<file path="config.mk">
export PLATFORM = sky130hd
export DESIGN_NAME = vt100_utf8_sequence_parser_unit
export DESIGN_NICKNAME = d
export VERILOG_FILES = /design/src/hdl/vusp_pkg.sv /design/src/hdl/vusp_front.sv /design/src/hdl/vusp_queue.sv /design/src/hdl/vusp_back.sv /design/src/hdl/vt100_utf8_sequence_parser_unit.sv
export SDC_FILE = /design/constraint.sdc
export NUM_CORES = 1
export LEC_CHECK = 0
export BUFFER_PORTS_ARGS = -buffer_cell sky130_fd_sc_hd__buf_2
export CAP_MARGIN = 20
export CORE_ASPECT_RATIO = 0.8
export CORE_MARGIN = 4
export CORE_UTILIZATION = 62
export CTS_BUF_LIST = sky130_fd_sc_hd__clkbuf_8
export CTS_CLUSTER_SIZE = 12
export DETAILED_ROUTE_END_ITERATION = 6
export GPL_TIMING_DRIVEN = 0
export PLACE_DENSITY_LB_ADDON = 0.3
export SETUP_SLACK_MARGIN = 0.2
export SLEW_MARGIN = 40
export SYNTH_ARGS = -nofsm -noshare
export SYNTH_HDL_FRONTEND = slang
export SYNTH_SLANG_ARGS = --single-unit
export TNS_END_PERCENT = 1
</file>
<file path="constraint.sdc">
create_clock -name clk -period 15.1 [get_ports clk]
set_input_delay 3.02 -clock clk [delete_from_list [all_inputs] [get_ports clk]]
set_output_delay 3.02 -clock clk [all_outputs]
set_load 0.02 [all_outputs]
</file>
<file path="src/hdl/vusp_pkg.sv">
// Shared types and constants of the terminal sequence parser.
// No dependencies; used by every module of the block.
package vusp_pkg;

  localparam int PARAM_SLOTS_DEF = 8;
  localparam int QUEUE_DEPTH     = 2;

  localparam int IN_DATA_W  = 8;
  localparam int OUT_DATA_W = 64;
  localparam int OUT_USER_W = 4;
  localparam int VALUE_W    = 16;

  localparam logic [7:0] BYTE_ESC   = 8'h1b;
  localparam logic [7:0] BYTE_CSI   = 8'h5b;
  localparam logic [7:0] BYTE_QMARK = 8'h3f;
  localparam logic [7:0] BYTE_SEMI  = 8'h3b;
  localparam logic [7:0] BYTE_DIG0  = 8'h30;
  localparam logic [7:0] BYTE_DIG9  = 8'h39;
  localparam logic [VALUE_W-1:0] VALUE_MAX = 16'hffff;

  localparam logic [2:0] KIND_PLAIN = 3'd0;
  localparam logic [2:0] KIND_ESC   = 3'd1;
  localparam logic [2:0] KIND_CSI   = 3'd2;
  localparam logic [2:0] KIND_CSIQ  = 3'd3;
  localparam logic [2:0] KIND_UTF8  = 3'd4;

  typedef struct packed {
    logic [2:0]  kind;
    logic        is_error;
    logic [7:0]  final_byte;
    logic [31:0] glyph;
  } run_head_t;

endpackage

</file>
<file path="src/hdl/vusp_front.sv">
// Front part: byte parser that builds one run descriptor per completed element.
// Depends on vusp_pkg.
module vusp_front #(
  parameter int SLOTS = vusp_pkg::PARAM_SLOTS_DEF
) (
  input  logic                               clk,
  input  logic                               rst,
  input  logic                               accept,
  input  logic [7:0]                         in_byte,
  output logic                               push,
  output vusp_pkg::run_head_t                run_head,
  output logic [$clog2(SLOTS+1)-1:0]         run_count,
  output logic [SLOTS*vusp_pkg::VALUE_W-1:0] run_params
);
  import vusp_pkg::*;

  localparam int PW = $clog2(SLOTS);
  localparam int CW = $clog2(SLOTS + 1);

  typedef enum logic [4:0] {
    MODE_RAW  = 5'b00001,
    MODE_ESC  = 5'b00010,
    MODE_CSI  = 5'b00100,
    MODE_CSIQ = 5'b01000,
    MODE_UTF8 = 5'b10000
  } mode_t;

  mode_t              mode, mode_next;
  logic [31:0]        glyph_acc, glyph_acc_next;
  logic [2:0]         cont_left, cont_left_next;
  logic [PW-1:0]      param_ptr, param_ptr_next;
  logic [VALUE_W-1:0] param_store [SLOTS];
  logic [VALUE_W-1:0] param_store_next [SLOTS];

  logic               emit;
  logic [19:0]        digit_prod;
  logic [31:0]        glyph_shift;
  logic [2:0]         cont_dec;
  logic [2:0]         want;
  logic [7:0]         lead_mask;
  logic               ptr_room;
  logic               cur_nonzero;
  logic               is_digit;

  assign digit_prod  = 20'(param_store[param_ptr]) * 20'd10 + 20'(in_byte[3:0]);
  assign glyph_shift = {glyph_acc[25:0], in_byte[5:0]};
  assign cont_dec    = (cont_left != 3'd0) ? cont_left - 3'd1 : 3'd0;
  assign ptr_room    = (CW'(param_ptr) + CW'(1)) < CW'(SLOTS);
  assign cur_nonzero = param_store[param_ptr] != '0;
  assign is_digit    = (in_byte >= BYTE_DIG0) && (in_byte <= BYTE_DIG9);
  assign lead_mask   = 8'hff >> (want + 3'd1);

  // Count the leading ones below bit 7 of a lead byte, at most five.
  always_comb begin
    if (!in_byte[6]) begin
      want = 3'd0;
    end else if (!in_byte[5]) begin
      want = 3'd1;
    end else if (!in_byte[4]) begin
      want = 3'd2;
    end else if (!in_byte[3]) begin
      want = 3'd3;
    end else if (!in_byte[2]) begin
      want = 3'd4;
    end else begin
      want = 3'd5;
    end
  end

  always_comb begin
    mode_next        = mode;
    glyph_acc_next   = glyph_acc;
    cont_left_next   = cont_left;
    param_ptr_next   = param_ptr;
    param_store_next = param_store;
    emit             = 1'b0;
    run_head         = '{kind: KIND_PLAIN, is_error: 1'b0, final_byte: in_byte, glyph: 32'd0};
    run_count        = '0;
    case (mode)
      MODE_RAW: begin
        if (in_byte == BYTE_ESC) begin
          mode_next = MODE_ESC;
        end else if (in_byte[7]) begin
          cont_left_next = want;
          glyph_acc_next = {24'd0, in_byte & lead_mask};
          mode_next      = MODE_UTF8;
        end else begin
          emit           = 1'b1;
          run_head.glyph = {24'd0, in_byte};
        end
      end
      MODE_ESC: begin
        if (in_byte == BYTE_CSI) begin
          mode_next = MODE_CSI;
        end else begin
          emit          = 1'b1;
          run_head.kind = KIND_ESC;
        end
      end
      MODE_CSI, MODE_CSIQ: begin
        run_head.kind = (mode == MODE_CSIQ) ? KIND_CSIQ : KIND_CSI;
        if (in_byte == BYTE_QMARK) begin
          if (mode == MODE_CSIQ || param_ptr != '0) begin
            emit              = 1'b1;
            run_head.is_error = 1'b1;
            run_count         = CW'(param_ptr);
          end else begin
            mode_next = MODE_CSIQ;
          end
        end else if (is_digit) begin
          param_store_next[param_ptr] =
            (digit_prod > 20'(VALUE_MAX)) ? VALUE_MAX : digit_prod[VALUE_W-1:0];
        end else if (in_byte == BYTE_SEMI) begin
          if (ptr_room) begin
            // The next slot is still zero since the last clear.
            param_ptr_next = param_ptr + PW'(1);
          end else begin
            emit              = 1'b1;
            run_head.is_error = 1'b1;
            run_count         = CW'(param_ptr);
          end
        end else begin
          emit      = 1'b1;
          run_count = cur_nonzero ? CW'(param_ptr) + CW'(1) : CW'(param_ptr);
        end
      end
      MODE_UTF8: begin
        glyph_acc_next = glyph_shift;
        cont_left_next = cont_dec;
        if (cont_dec == 3'd0) begin
          emit           = 1'b1;
          run_head.kind  = KIND_UTF8;
          run_head.glyph = glyph_shift;
        end
      end
      default: begin
        mode_next = MODE_RAW;
      end
    endcase
    // Drop all element state once a run is handed on.
    if (emit) begin
      mode_next      = MODE_RAW;
      glyph_acc_next = '0;
      cont_left_next = '0;
      param_ptr_next = '0;
      for (int i = 0; i < SLOTS; i++) begin
        param_store_next[i] = '0;
      end
    end
  end

  always_comb begin
    for (int i = 0; i < SLOTS; i++) begin
      run_params[i*VALUE_W +: VALUE_W] = param_store[i];
    end
  end

  assign push = accept && emit;

  always_ff @(posedge clk) begin
    if (rst) begin
      mode      <= MODE_RAW;
      glyph_acc <= '0;
      cont_left <= '0;
      param_ptr <= '0;
      for (int i = 0; i < SLOTS; i++) begin
        param_store[i] <= '0;
      end
    end else if (accept) begin
      mode        <= mode_next;
      glyph_acc   <= glyph_acc_next;
      cont_left   <= cont_left_next;
      param_ptr   <= param_ptr_next;
      param_store <= param_store_next;
    end
  end

endmodule

</file>
<file path="src/hdl/vusp_queue.sv">
// Short run-descriptor queue between the parser and the result serialiser.
// Depends on vusp_pkg.
module vusp_queue #(
  parameter int SLOTS = vusp_pkg::PARAM_SLOTS_DEF
) (
  input  logic                               clk,
  input  logic                               rst,
  input  logic                               push,
  input  vusp_pkg::run_head_t                push_head,
  input  logic [$clog2(SLOTS+1)-1:0]         push_count,
  input  logic [SLOTS*vusp_pkg::VALUE_W-1:0] push_params,
  output logic                               push_ready,
  input  logic                               pop,
  output logic                               head_valid,
  output vusp_pkg::run_head_t                head,
  output logic [$clog2(SLOTS+1)-1:0]         head_count,
  output logic [SLOTS*vusp_pkg::VALUE_W-1:0] head_params
);
  import vusp_pkg::*;

  localparam int CW  = $clog2(SLOTS + 1);
  localparam int QPW = (QUEUE_DEPTH > 1) ? $clog2(QUEUE_DEPTH) : 1;
  localparam int FW  = $clog2(QUEUE_DEPTH + 1);

  run_head_t                  q_head   [QUEUE_DEPTH];
  logic [CW-1:0]              q_count  [QUEUE_DEPTH];
  logic [SLOTS*VALUE_W-1:0]   q_params [QUEUE_DEPTH];
  logic [QPW-1:0]             wr_ptr, rd_ptr;
  logic [FW-1:0]              fill;

  assign push_ready  = fill != FW'(QUEUE_DEPTH);
  assign head_valid  = fill != '0;
  assign head        = q_head[rd_ptr];
  assign head_count  = q_count[rd_ptr];
  assign head_params = q_params[rd_ptr];

  always_ff @(posedge clk) begin
    if (push && push_ready) begin
      q_head[wr_ptr]   <= push_head;
      q_count[wr_ptr]  <= push_count;
      q_params[wr_ptr] <= push_params;
    end
  end

  always_ff @(posedge clk) begin
    if (rst) begin
      wr_ptr <= '0;
      rd_ptr <= '0;
      fill   <= '0;
    end else begin
      if (push && push_ready) begin
        wr_ptr <= (wr_ptr == QPW'(QUEUE_DEPTH - 1)) ? '0 : wr_ptr + QPW'(1);
      end
      if (pop && head_valid) begin
        rd_ptr <= (rd_ptr == QPW'(QUEUE_DEPTH - 1)) ? '0 : rd_ptr + QPW'(1);
      end
      case ({push && push_ready, pop && head_valid})
        2'b10:   fill <= fill + FW'(1);
        2'b01:   fill <= fill - FW'(1);
        default: fill <= fill;
      endcase
    end
  end

endmodule

</file>
<file path="src/hdl/vusp_back.sv">
// Back part: walks the run at the queue head and presents one result per beat.
// Depends on vusp_pkg.
module vusp_back #(
  parameter int SLOTS = vusp_pkg::PARAM_SLOTS_DEF
) (
  input  logic                                clk,
  input  logic                                rst,
  input  logic                                head_valid,
  input  vusp_pkg::run_head_t                 head,
  input  logic [$clog2(SLOTS+1)-1:0]          head_count,
  input  logic [SLOTS*vusp_pkg::VALUE_W-1:0]  head_params,
  output logic                                pop,
  output logic                                out_tvalid,
  input  logic                                out_tready,
  output logic [vusp_pkg::OUT_DATA_W-1:0]     out_tdata,
  output logic [vusp_pkg::OUT_USER_W-1:0]     out_tuser,
  output logic                                out_tlast
);
  import vusp_pkg::*;

  localparam int PW = $clog2(SLOTS);
  localparam int CW = $clog2(SLOTS + 1);

  logic [PW-1:0]      idx;
  logic [CW-1:0]      run_len;
  logic               is_last;
  logic [VALUE_W-1:0] value;

  assign run_len = (head_count == '0) ? CW'(1) : head_count;
  assign is_last = (CW'(idx) + CW'(1)) == run_len;
  assign value   = (CW'(idx) < head_count) ? head_params[idx*VALUE_W +: VALUE_W] : '0;

  assign out_tvalid = head_valid;
  assign out_tlast  = is_last;
  assign out_tuser  = {head.is_error, head.kind};
  assign out_tdata  = {1'b0, value, 3'(idx), 4'(head_count), head.glyph, head.final_byte};
  assign pop        = out_tvalid && out_tready && is_last;

  // Advance through the run, rewind once its last beat goes out.
  always_ff @(posedge clk) begin
    if (rst) begin
      idx <= '0;
    end else if (out_tvalid && out_tready) begin
      idx <= is_last ? '0 : idx + PW'(1);
    end
  end

endmodule

</file>
<file path="src/hdl/vt100_utf8_sequence_parser_unit.sv">
// Top level of the VT100/ANSI escape and UTF-8 input sequence parser.
// Depends on vusp_pkg, vusp_front, vusp_queue and vusp_back.
//
// Usage:
//   Input stream: one raw terminal byte per beat on in_tdata[7:0]. A beat
//   is taken when in_tvalid and in_tready are both high.
//   Output stream: each completed element (plain byte, escape pair, CSI
//   sequence, UTF-8 glyph) yields a run of results, one per CSI parameter
//   or a single result when there are none; out_tlast marks the final beat.
// Result path: a byte that completes an element writes its run into the
//   run queue as it is taken; the output shows the queue head's results.
// Throughput: one input byte per cycle. A run holds the output for
//   max(param_count, 1) beats; the two-entry run queue between the parser
//   and the serialiser sets how long the parser keeps going meanwhile, and
//   in_tready falls only while that queue is full.
// Reset: rst (synchronous, active high) returns the parser to the ground
//   state, clears all parameter slots and empties the run queue.
// Stall: while out_tready is low the current result holds steady; the
//   parser keeps taking bytes until the run queue is full.
module vt100_utf8_sequence_parser_unit #(
  parameter int PARAM_SLOTS = vusp_pkg::PARAM_SLOTS_DEF
) (
  input  logic                                clk,
  input  logic                                rst,
  input  logic                                in_tvalid,
  output logic                                in_tready,
  // in_tdata: [7:0] in_byte
  input  logic [vusp_pkg::IN_DATA_W-1:0]      in_tdata,
  output logic                                out_tvalid,
  input  logic                                out_tready,
  // out_tdata: [7:0] final_byte, [39:8] glyph, [43:40] param_count,
  //            [46:44] param_index, [62:47] param_value, [63] zero
  output logic [vusp_pkg::OUT_DATA_W-1:0]     out_tdata,
  // out_tuser: [2:0] kind, [3] is_error
  output logic [vusp_pkg::OUT_USER_W-1:0]     out_tuser,
  output logic                                out_tlast
);
  import vusp_pkg::*;

  localparam int CW = $clog2(PARAM_SLOTS + 1);

  logic                           accept;
  logic                           push;
  logic                           push_ready;
  run_head_t                      push_head;
  logic [CW-1:0]                  push_count;
  logic [PARAM_SLOTS*VALUE_W-1:0] push_params;
  logic                           pop;
  logic                           head_valid;
  run_head_t                      head;
  logic [CW-1:0]                  head_count;
  logic [PARAM_SLOTS*VALUE_W-1:0] head_params;

  // Hold input whenever the run queue is full.
  assign in_tready = push_ready;
  assign accept    = in_tvalid && in_tready;

  vusp_front #(.SLOTS(PARAM_SLOTS)) u_front (
    .clk        (clk),
    .rst        (rst),
    .accept     (accept),
    .in_byte    (in_tdata[7:0]),
    .push       (push),
    .run_head   (push_head),
    .run_count  (push_count),
    .run_params (push_params)
  );

  vusp_queue #(.SLOTS(PARAM_SLOTS)) u_queue (
    .clk         (clk),
    .rst         (rst),
    .push        (push),
    .push_head   (push_head),
    .push_count  (push_count),
    .push_params (push_params),
    .push_ready  (push_ready),
    .pop         (pop),
    .head_valid  (head_valid),
    .head        (head),
    .head_count  (head_count),
    .head_params (head_params)
  );

  vusp_back #(.SLOTS(PARAM_SLOTS)) u_back (
    .clk         (clk),
    .rst         (rst),
    .head_valid  (head_valid),
    .head        (head),
    .head_count  (head_count),
    .head_params (head_params),
    .pop         (pop),
    .out_tvalid  (out_tvalid),
    .out_tready  (out_tready),
    .out_tdata   (out_tdata),
    .out_tuser   (out_tuser),
    .out_tlast   (out_tlast)
  );

endmodule

</file>
**After elaboration in Yosys (flattened, before gate mapping)**

Memory sizes are Yosys's and may differ from the RTL's. A register that Yosys moved wholly into a read port is not among the register bits.
Index checks and enable logic that the tools add are counted.

- Register bits: 172
- Bits in writable memories: 352
- Input bits: 12
- Output and inout bits: 71
- Word-level logic and storage cells: 171
- Memories kept: 3

Memories:

| name | words | bits a word | rd ports | clocked after Yosys merged registers in | wr ports | line | source |
|---|---|---|---|---|---|---|---|
| u_queue.q_params | 2 | 128 | 1 | 1 | 1 | vusp_queue.sv:27 | `logic [SLOTS*VALUE_W-1:0] q_params [QUEUE_DEPTH];` |
| u_queue.q_head | 2 | 44 | 1 | 1 | 1 | vusp_queue.sv:25 | `run_head_t q_head [QUEUE_DEPTH];` |
| u_queue.q_count | 2 | 4 | 1 | 1 | 1 | vusp_queue.sv:26 | `logic [CW-1:0] q_count [QUEUE_DEPTH];` |

- Add/subtract/negate cells: 11
- Multipliers: 1
- $lt $le $gt $ge: 7
- Eq/ne operators: 22
- Shift operators: 2
- Muxes and demuxes: 81
- Bitwise gates (word level): 2
- Reductions and logical operators: 26

Operators by type and width:

| cell | number |
|---|---|
| 128-bit two-way mux | 4 |
| 128-bit bitwise mux | 1 |
| 128-bit by 8-bit variable part select with 16-bit output | 1 |
| 16-bit two-way mux | 5 |
| 26-bit two-way mux | 3 |
| 32-bit two-way mux | 2 |
| 32-bit case mux with 2 select lines | 1 |
| 3-bit two-way mux | 18 |
| 26-bit case mux with 2 select lines | 1 |
| 16-bit binary-select mux with 3-bit select | 1 |
| 16-bit demux with 3-bit select | 1 |
| 5-bit two-way mux | 6 |
| 1-bit two-way mux | 26 |
| 4-bit two-way mux | 6 |
| 20-bit by 4-bit adder with 20-bit output | 1 |
| 20-bit by 16-bit greater-than comparator with 1-bit output (second input constant) | 1 |
| 5-bit case mux with 4 select lines | 1 |
| 16-bit by 3-bit multiplier with 19-bit output (second input constant) | 1 |
| 8-bit by 6-bit == test with 1-bit output (second input constant) | 2 |
| 16-bit nonzero test | 1 |
| 6-bit AND reduction | 2 |
| 2-bit nonzero test | 6 |
| 3-bit by 1-bit adder with 3-bit output (second input constant) | 3 |
| 3-bit by 2-bit != test with 1-bit output (second input constant) | 3 |
| 40 further kinds | 55 |

**Longest topological paths before layout**

Gate-level depths: netlist (run 1).

- Depth in word-level cells: 13
- Gate-level depth with buffers: 21
- Mapped depth without buffers: 15

**Modules after synthesis**

Synthesis (run 1) repeated with hierarchy kept, for this count alone.

- Cells, all modules: 1,908
- Area total of the unflattened synthesis: 24,559.8 um2

Modules (own cells, without submodules):

| module | times used | cells each | area each (um2) | sequential area each (um2) |
|---|---|---|---|---|
| vusp_queue | 1 | 572 | 12,974.9 | 10,670.2 |
| vusp_front | 1 | 1,173 | 9,815.7 | 3,303.2 |
| vusp_back | 1 | 162 | 1,762.9 | 60.1 |
| vt100_utf8_sequence_parser_unit | 1 | 1 | 6.3 | 0.0 |

**Least setup slack after synthesis (run 1)**

Ideal clock, no wire load.

- Path kind: in2reg
- From: input in_tdata[7] in the netlist's numbering
- To: memory u_queue.q_count[0][0] in the netlist's numbering, enable pin
- Setup time: 0.717 ns
- Arrival: 11.375 ns
- Data required time: 14.383 ns
- Setup slack: 3.008 ns
- Cell stages on the path: 6
- Buffers on the path: 0
- Cells stage by stage: and4bb_2 -> nor2b_1 -> o311a_1 -> o221ai_2 -> nand2_1 -> nor2_1

- Word-level cells in the longest chain between the ends: 9
- Elaborated cells between the ends (all ways): 18
- Classes of those cells: order compare: 2; eq/ne: 4; mux: 9; reduce/logical: 3

RTL lines:

| element | line | source |
|---|---|---|
| from (decl) | vt100_utf8_sequence_parser_unit.sv:28 | `input logic [vusp_pkg::IN_DATA_W-1:0] in_tdata,` |
| 8-bit by 6-bit >= comparator with 1-bit output (tied with other cells) | vusp_front.sv:50 | `assign is_digit = (in_byte >= BYTE_DIG0) && (in_byte <= BYTE_DIG9);` |
| 1-bit logical AND or 1-bit two-way mux (tied branches) | vusp_front.sv:50, vusp_front.sv:113 |  |
| 1-bit two-way mux | vusp_front.sv:110 | `end else if (is_digit) begin` |
| 1-bit two-way mux | vusp_front.sv:102 | `if (in_byte == BYTE_QMARK) begin` |
| 1-bit case mux with 4 select lines (*) | vusp_front.sv:79 | `case (mode)` |
| 1-bit logical AND (*) | vusp_front.sv:158 | `assign push = accept && emit;` |
| 1-bit logical AND (*) | vusp_queue.sv:38 | `if (push && push_ready) begin` |
| 1-bit two-way mux (*) | vusp_queue.sv:38 |  |
| 1-bit two-way mux (not written as such) (*) | vusp_queue.sv:40 | `q_count[wr_ptr] <= push_count;` |
| to (decl) | vusp_queue.sv:26 |  |

Mark *: on every way between the ends. The rest lies on a longest branch, timed or not.

==> impl_summary.md, run 1 <==
Detailed routing
The initial detailed-routing violation count is 2735. The final antenna-violating net count is 0. The length of the first detailed-routing pass in iterations is 7. The final wirelength is 69600 microns. After detailed routing, the average wire length per cell comes to 28.3 microns. The total number of vias is 16900.

The average via count per standard cell is 6.87. After detailed routing, the number of remaining DRC violations is 0.

Die
The region available for standard cell placement spans 0.0370 sq mm. The width of the chip is 225 microns. The floorplan step defined a die boundary enclosing 0.0407 sq mm.

83 I/O pins were placed. The initial cell density of the core is 62.8%. The placement row count is 63. The die is 181 microns tall.

Flow run
The tool flagged a number of max-cap violations equal to 0.

STA
The highest attainable clock frequency is 0.136 GHz. The minimum clock period is 7330 ps. Setup repair after global routing left no endpoint under its margin. In the finished design, the share of the clock period the worst path needs comes to 48.6%. The worst clock skew on the final layout is 29.8 ps. The count of final max-slew check failures is 0. The worst-case setup margin in the final layout is 7770 ps.

The hold violation total from the final report came to 0. The transition time at the pin with the least slew margin is 997 ps. The number of setup violations in the final report is 0. The setup total negative slack is 0 ps. The worst pin sits at a relative slew slack of 33.0%.

Clocking
Buffers inserted during clock tree synthesis total 79. The cell at the root of the clock tree is sky130_fd_sc_hd__clkbuf_8. The number of gates resized after CTS was 0. The total setup buffers inserted after CTS is 0. The maximum number of buffers from clock root to sink is 3.

For this design, the sink count on the clock tree is 525. The cts-stage hold buffer count is 0. Clock-pin slew was measured on the worst setup and hold paths at 70 ps. TritonCTS built the clock tree.

In this run the number of H-tree levels came out at 3. The insertion delay to the later sink of the worst-skew pair is 670 ps.

Outcome
The run finished with clean final reports.

Logic synthesis
The netlist area before placement is 0.0233 sq mm. Synthesis produced a netlist with a net count of 1775. The most frequently used flop master after synthesis is sky130_fd_sc_hd__edfxtp_1. The number of distinct library cells after synthesis is 85. The sequential fraction of the synthesis area is 60.3%. During synthesis, Yosys emitted a total of 0 warnings.

The share of synthesized flip-flops with an asynchronous set or reset is 0%. The synthesis-stage register bit count is 525. The number of instances in the synthesized netlist is 1721.

The mean post-synth cell area is 13.5 sq um. The count of flip-flops with a built-in enable after synthesis is 352.

Setup path
The kind of start point of the critical path is a register. The required arrival time at the worst endpoint is 12080 ps. The worst setup path is captured at an output port. The signal arrival time at the worst endpoint is 4310 ps. The setup slack on the worst flop-to-flop path is 7940 ps. The type of the worst setup path is register to output port.

The count of buffering cells on the critical path with inverters included is 6. The depth of the critical timing path with buffers and inverters included is 7. In this design, the stage delay of the slowest critical-path cell is 630 ps. The highest net fanout along the worst path is 10. Walking the worst path, the cells encountered are clkbuf_1 -> clkbuf_2 -> buf_2 -> clkbuf_1 -> clkbuf_1 -> mux2_2 -> buf_2. The worst reg-to-reg path cell count is 20. The slowest library cell on the worst path is sky130_fd_sc_hd__clkbuf_1.

Among the stages of the critical path, the cell type that occurs most often is sky130_fd_sc_hd__clkbuf_1. Broken down by cell family, the worst path's largest delay share belongs to buffers and inverters. The most critical setup path has its endpoint at out_tdata[33]. The critical register-to-register path endpoint is u_front.run_params[30]. The startpoint identified for the worst register-to-register timing path is u_front.param_ptr[2].

Placed design
The worst setup slack after placement is 8180 ps. The last weighted congestion value of the routability-driven placer is 1.02. Summed over all nets, the half-perimeter wirelength after detailed placement is 49100 microns.

During placement, the flow inserted port buffers numbering 80.

Layout
The share of cells above drive strength 1 is 23.3%. Measured on the finished design, the core utilization comes to 71.7%. From synthesis to final layout, the design area changed by 14.1%.

The layout net count is 1959.

Global routing
The residual overflow from global routing is 0. The first global-routing pass estimated 104000 microns of wire. For this run, the total global-route usage over all layers was measured as 34.2%. The initial antenna violation count is 1.

The via count of the first global-routing pass is 16400. The maximum number of pins on one net before global-route repair is 21.

Power and ir drop
For this design the ratio of total power to cell area is 118 mW/mm^2. The leakage power is 9.19 nW. The maximum ir drop on the vdd rail is 0.0000961 V.

Worst hold path
In this run the worst hold path is classified as register to register.
-- cell type report --
| cell class | count | area (sq um) |
|---|---|---|
| flip-flops and latches | 525 | 14000 |
| fillers | 2431 | 10500 |
| clock inverters | 54 | 342 |
| diodes | 1 | 2.50 |
| plain buffers | 120 | 577 |
| clock buffers | 94 | 1290 |
| inverters | 24 | 90.1 |
| well taps | 487 | 609 |
| repair buffers | 103 | 861 |
| multi-input cells | 1052 | 8750 |
-- worst min-delay path by stage --
| stage | from | endpoint | slack, ps | depth (start not counted) |
|---|---|---|---|---|
| 6_report | u_front.glyph_acc[20] | u_front.glyph_acc[20] | 460 | 2 |
| 5_1_grt | u_front.glyph_acc[25] | u_front.glyph_acc[25] | 470 | 2 |
| 4_1_cts | u_front.glyph_acc[21] | u_front.glyph_acc[21] | 450 | 2 |
| 3_5_place_dp | u_front.glyph_acc[21] | u_front.glyph_acc[21] | 450 | 2 |
| 3_3_place_gp | u_front.glyph_acc[25] | u_front.glyph_acc[25] | 440 | 2 |
| 2_1_floorplan | u_front.glyph_acc[20] | u_front.glyph_acc[20] | 430 | 2 |
-- cells in the mapped netlist (8+ instances only) --
library cell / instances / share of area, %
sky130_fd_sc_hd__dfxtp_1: 173 / 15
sky130_fd_sc_hd__nor2_1: 65 / 1.0
sky130_fd_sc_hd__mux4_2: 92 / 8.9
sky130_fd_sc_hd__nor3_1: 23 / 0.49
sky130_fd_sc_hd__inv_1: 19 / 0.31
sky130_fd_sc_hd__nand3_1: 37 / 0.80
sky130_fd_sc_hd__mux2i_1: 33 / 1.4
sky130_fd_sc_hd__xor2_1: 10 / 0.38
sky130_fd_sc_hd__nand4_1: 11 / 0.30
sky130_fd_sc_hd__clkbuf_1: 79 / 1.3
sky130_fd_sc_hd__o21ai_0: 96 / 2.1
sky130_fd_sc_hd__edfxtp_1: 352 / 45
sky130_fd_sc_hd__buf_2: 10 / 0.22
sky130_fd_sc_hd__o21ai_1: 41 / 0.88
sky130_fd_sc_hd__mux2_2: 54 / 2.6
sky130_fd_sc_hd__and3_1: 37 / 0.99
sky130_fd_sc_hd__ha_1: 40 / 2.2
sky130_fd_sc_hd__and2_1: 10 / 0.27
sky130_fd_sc_hd__nand2_1: 100 / 1.6
sky130_fd_sc_hd__o211ai_1: 13 / 0.42
sky130_fd_sc_hd__nand2b_1: 18 / 0.48
sky130_fd_sc_hd__xnor2_1: 18 / 0.68
sky130_fd_sc_hd__a21oi_1: 62 / 1.3
sky130_fd_sc_hd__buf_1: 15 / 0.24
sky130_fd_sc_hd__a22oi_1: 109 / 3.5
sky130_fd_sc_hd__a31oi_1: 10 / 0.27
sky130_fd_sc_hd__nor2b_1: 30 / 0.81
sky130_fd_sc_hd__buf_6: 8 / 0.39
sky130_fd_sc_hd__a211oi_1: 9 / 0.29
sky130_fd_sc_hd__o211ai_2: 12 / 0.65
-- routing by layer --
layer / GRT usage (%) / routed length (microns) / up-vias
met5: 0 / 8 / -
met2: 47.9 / 29100 / 1261
met4: 11.3 / 2800 / 2
met3: 11.1 / 10300 / 240
li1: - / - / 7123
met1: 50.9 / 27400 / 8285
-- layout by cell type, fill, tap and decap left out, drive strengths merged, types with 12 or more instances in the layout --
cell type and n:
mux2 54, a21oi 62, nor2 65, and3 37, inv 60, clkbuf 180, nand3 37, dfxtp 173
o211ai 25, xnor2 18, o21ai 137, mux2i 34, nand2 100, nand2b 18, nor3 24, a22oi 109
edfxtp 352, buf 137, mux4 92, ha 40, clkinv 12, nor2b 30
-- registers in the layout, indices dropped and copies added, names as in the netlist, named ones only --
signal and flops:
u_front.run_params 128, u_queue.rd_ptr 1, u_back.idx 3, u_queue.q_head 88, u_front.glyph_acc 26, u_front.param_ptr 3, u_queue.q_params 256, u_front.mode 5
u_queue.fill 2, u_queue.wr_ptr 1, u_queue.q_count 8, u_front.cont_left 3
-- worst reg2reg max path: cells and delay by family (launching register included) --
family / cells / cell delay (ps)
xor+xnor: 1 / 380
fa+ha+maj: 3 / 1020
simple gates: 6 / 1210
compound gates: 2 / 380
buf+inv: 6 / 2680
flops: 1 / 310
mux: 2 / 1020
-- cell families after synthesis --
logic type,after synthesis,synth area share [%]
buf+inv,144,2.75
xor+xnor,28,1.05
other cells,1,0.0161
mux,180,13.0
simple gates,372,8.22
compound gates,429,12.3
flops,525,60.3
fa+ha+maj,42,2.32
-- stage by stage --
stage | power, mW | cell area, sq um | hold WS [ps] | std cells
finish | 3.12 | 26600 | 457 | 2460
floorplan | 1.85 | 23300 | 427 | 1721
global placement | 1.96 | 24300 | 440 | 2288
CTS | 3.12 | 26500 | 455 | 2459
detailed placement | 1.96 | 24900 | 446 | 2311
global route | 3.22 | 26600 | 473 | 2459
-- report_power, final --
part	switching (mW)	internal (mW)
sequential	0.0207	1.60
combinational	0.199	0.119
clock	0.563	0.625
Power figures use the tool's default switching activity.
==> run 2, diff against run 1 <==
--- a/config.mk
+++ b/config.mk
@@ -5,6 +5,7 @@
 export SDC_FILE = /design/constraint.sdc
 export NUM_CORES = 1
 export LEC_CHECK = 0
+export ABC_AREA = 1
 export BUFFER_PORTS_ARGS = -buffer_cell sky130_fd_sc_hd__buf_2
 export CAP_MARGIN = 20
 export CORE_ASPECT_RATIO = 0.8
==> constraint.sdc (replaced) <==
create_clock -name clk -period 7.2 [get_ports clk]
set_input_delay 1.44 -clock clk [delete_from_list [all_inputs] [get_ports clk]]
set_output_delay 1.44 -clock clk [all_outputs]
set_load 0.02 [all_outputs]
==> run 2 against run 1 <==
The flow now finishes with violations (DRC). Synthesized area increased by 0.69%. Sequential power grew 130%. Total power rose to 2.6 times the previous value. Wire length grew 8.7%. Clock power is 92% higher. Sequential cell count did not move. Register-to-register slack lost 6800 ps. Cell count up 28%. Synthesized cell count rose by 41%. Clock-buffer cell count down 12. Largest power group unchanged.
==> impl_summary.md, run 2 <==
Die
The area of the die is 0.0410 sq mm. The width of the chip is 225 microns. The core region is 0.0372 sq mm. The placement row count is 63. The initial cell density of the core is 63.0%.

Measured along the y axis, the die boundary spans 182 microns. The I/O pin count is 83.

Clocking
Counting along the longest clock path gives a buffer depth of 3. The number of hold buffers added after CTS was 0. The H-tree was split into 3 levels. The insertion delay to the later sink of the worst-skew pair is 670 ps. The number of buffers added by the clock tree synthesis step is 77. The total setup buffers inserted after CTS is 0. The post-cts repair resize count is 0. The clock-pin slew of the registers on the worst-case setup and hold paths is 70 ps. In this run the clock root is driven by a sky130_fd_sc_hd__clkbuf_8. The clock sink count is 525. The TritonCTS clock tree is yes.

STA
The hold violation total from the final report was 0. The count of final max-slew check failures came to 0. Setup violations remaining at the end of the flow were counted as 0.

Setup repair after global routing left no endpoint under its margin. Derived from the worst setup path, the maximum achievable clock frequency is 0.164 GHz. The transition time at the pin with the least slew margin is 931 ps.

The worst path uses 84.6% of the clock period. Clock skew on the completed layout was measured at 33.8 ps. The minimum clock period is 6090 ps.

The max-slew headroom at the worst pin is 38.0%. Summed over all failing endpoints, the final setup total negative slack is 0 ps.

Logic synthesis
The count of flip-flops with a built-in enable after synthesis is 352. Of the post-synthesis cell area, the part taken by muxes is 0%. The share of synthesized area in the top cell type comes to 45.1%. The area share of xor/xnor cells in the synthesized design is 0.673%. Dividing the synthesized area by the synthesized cell count gives 9.65 sq um. The share of synthesized cell area in and, or, nand and nor gates is 19.9%.

The adder and majority gate portion of the synthesized area is 2.31%. The number of nets in the synthesized netlist is 2481. Sorting the synthesized cells by area gives the leading types as sky130_fd_sc_hd__edfxtp_1 45%, sky130_fd_sc_hd__dfxtp_1 15%, sky130_fd_sc_hd__nand2_1 13%, sky130_fd_sc_hd__a21oi_1 6.0%, sky130_fd_sc_hd__ha_1 2.1%.

The most frequent cell after synthesis is sky130_fd_sc_hd__nand2_1. The main combinational cell family by area after synthesis is simple AND/OR/NAND/NOR gates. Counting every instance in the synthesized netlist gives 2427.

In this run the cell area of the synthesized design comes to 0.0234 sq mm. In this run, distinct cell masters in the synthesized netlist total 54. Sorting the synthesized cells by how often they occur yields 799 x sky130_fd_sc_hd__nand2_1, 352 x sky130_fd_sc_hd__edfxtp_1, 279 x sky130_fd_sc_hd__a21oi_1. The synthesis-stage register bit count is 525. Sequential elements use 59.9% of the synthesized area.

In the synthesized netlist the async set-or-reset flop fraction comes to 0%. Of all cell types, the one taking the most synthesized area is sky130_fd_sc_hd__edfxtp_1. The synthesized netlist devotes 12.4% of its cell area to compound gates.

The number of warnings issued by yosys is 0. The most used flip-flop cell after synthesis is sky130_fd_sc_hd__edfxtp_1.

Global routing
Global routing used 36.3% of the available tracks. The initial antenna violation count is 0. Entering global routing, the biggest net connects 21 pins.

The via count of the first global-routing pass came to 18500. For this run the aggregate overflow at the end of global routing stands at 0. The wire length of the first global-routing pass is 111000 microns.

Layout
Relative to the synthesized area, the layout overhead comes to 12.6%. The utilization after layout is 70.9%. The fill cell total of the finished layout is 2783.

The library cell used most frequently in the layout, excluding fill and tap cells, is sky130_fd_sc_hd__nand2_1. The repair_antennas step left the layout with diodes totalling 0. The register with the most flip-flops in the final layout is u_queue.q_params. In the layout the commonest cells are 799 x sky130_fd_sc_hd__nand2_1, 352 x sky130_fd_sc_hd__edfxtp_1, 279 x sky130_fd_sc_hd__a21oi_1, 173 x sky130_fd_sc_hd__dfxtp_1, 165 x sky130_fd_sc_hd__inv_1. The number of flip-flops in the largest register is 256. Of the cells placed in the final design, the portion with a size suffix greater than 1 is 12.1%. The layout net count is 2665.

Power and ir drop
Cell internal power was estimated by the tool at 5.34 mW. The design draws 8.07 mW. The switching power as a share of total power is 33.9%. The total power density per cell area is 306 mW/mm^2. The maximum ir drop on the vdd rail is 0.000139 V. In this run the static leakage power is 10.4 nW. The part of the power in the clock network is 28.4%. The part of the total power dissipated in combinational logic is 25.4%. Registers are responsible for 46.2% of the overall power.

The net load switching power is 2.73 mW.

Setup path
The highest net fanout along the worst path is 10. The most repeated library cell on the critical path is sky130_fd_sc_hd__nand2_1. The worst setup path is captured at a register. The kind of start point of the critical path is a register. The signal arrival time at the worst endpoint is 6600 ps.

For the worst setup path, the data required time is 7710 ps. On the worst path, the slowest cell contributes a delay of 570 ps. The slowest library cell on the worst path is sky130_fd_sc_hd__nand3_1. The type of the worst setup path is register to register.

Detailed routing
After detailed routing, the number of remaining DRC violations is 1. Using the TritonRoute via totals, the vias-per-cell ratio works out to 6.26. The total number of vias is 19800. The final routed wire length divided by cell count is 23.9 microns. The initial detailed-routing violation count is 3296. The first detailed-routing pass took 7 iterations. The final antenna-violating net count is 0.

The final wirelength is 75600 microns.

Outcome
The flow ran to the end, but the final reports show violations. The checks that failed: DRC.

Placed design
During placement, the flow inserted port buffers numbering 80. Summed over all nets, the half-perimeter wirelength after detailed placement is 55700 microns. The last weighted congestion value of the routability-driven placer is 1.04.

Flow run
Max-cap violations in this run came to 0.

Worst hold path
The min-delay analysis places its worst path in the category register to register.
## run 2: changes by cell type after synthesis, moves of 38 or more
cell / delta
sky130_fd_sc_hd__a21oi_1: +217
sky130_fd_sc_hd__inv_1: +114
sky130_fd_sc_hd__a22oi_1: -95
sky130_fd_sc_hd__o21ai_0: -49
sky130_fd_sc_hd__mux4_2: -92
sky130_fd_sc_hd__mux2_2: -54
sky130_fd_sc_hd__nand2_1: +699
sky130_fd_sc_hd__nor2_1: +55
sky130_fd_sc_hd__a221oi_1: +38
sky130_fd_sc_hd__o21ai_1: -39
## run 2: worst max-delay path, delay by kind of cell (launching register included)
family / cells / cell delay (ps)
AND/OR/NAND/NOR: 18 / 2990
AO/OA/AOI/OAI: 2 / 570
flip-flops: 1 / 350
adder cells (fa/ha/maj): 3 / 1000
buffers and inverters: 6 / 1000
## run 2: final timing paths
path / start / endpoint / slack (ps) / cells after the start
max: u_front.param_ptr[0] / u_front.run_params[126] / 1110 / 29
max reg2reg: u_front.param_ptr[0] / u_front.run_params[126] / 1110 / 29
min: u_front.glyph_acc[25] / u_front.glyph_acc[25] / 480 / 2
min reg2reg: u_front.glyph_acc[25] / u_front.glyph_acc[25] / 480 / 2
## run 2: area by class of cell
| type | instances | area (sq um) | share of cell area [%] |
|---|---|---|---|
| inverters | 149 | 559 | 2.12 |
| plain buffers | 123 | 572 | 2.17 |
| multi-input cells | 1630 | 8290 | 31.4 |
| well taps | 487 | 609 | 2.31 |
| flip-flops and latches | 525 | 14000 | 53.2 |
| clock buffers | 82 | 1130 | 4.28 |
| repair buffers | 105 | 890 | 3.37 |
| clock inverters | 58 | 295 | 1.12 |
## run 2: cells by family (layout without fill, tap and decap cells)
kind of cell | after synthesis | after routing
buffers and inverters | 272 | 517
AO/OA/AOI/OAI | 478 | 478
AND/OR/NAND/NOR | 1091 | 1091
other | 1 | 1
adder cells (fa/ha/maj) | 42 | 42
flip-flops | 525 | 525
XOR/XNOR | 18 | 18
## run 2: stage by stage
stage / setup WS, ps / hold WS (ps) / area [sq um] / instances
4_1_cts: 1400 / 475 / 26300 / 3157
3_3_place_gp: -3140 / 452 / 24400 / 2994
6_report: 1110 / 476 / 26400 / 3159
5_1_grt: 921 / 496 / 26400 / 3159
3_5_place_dp: 1410 / 461 / 24900 / 3017
2_1_floorplan: -153 / 436 / 23400 / 2427
## run 2: power by group through the flow
| stage | combinational [mW] | sequential, mW | clock (mW) |
|---|---|---|---|
| finish | 2.05 | 3.73 | 2.29 |
| global route | 2.16 | 3.75 | 2.42 |
| CTS | 1.98 | 3.73 | 2.28 |
| detailed placement | 1.97 | 3.79 | 0 |
| global placement | 1.78 | 3.86 | 0 |
| floorplan | 1.17 | 3.81 | 0 |
## run 2: per-layer routing
| layer | part of all wire (%) | vias to the layer above | track usage (%) | routed length, microns |
|---|---|---|---|---|
| met2 | 41 | 1529 | 51.0 | 31100 |
| met4 | 4.2 | 0 | 14.3 | 3160 |
| met5 | 0 | - | 0 | 0 |
| met1 | 39 | 9266 | 52.4 | 29600 |
| li1 | - | 8744 | - | - |
| met3 | 16 | 245 | 12.2 | 11800 |
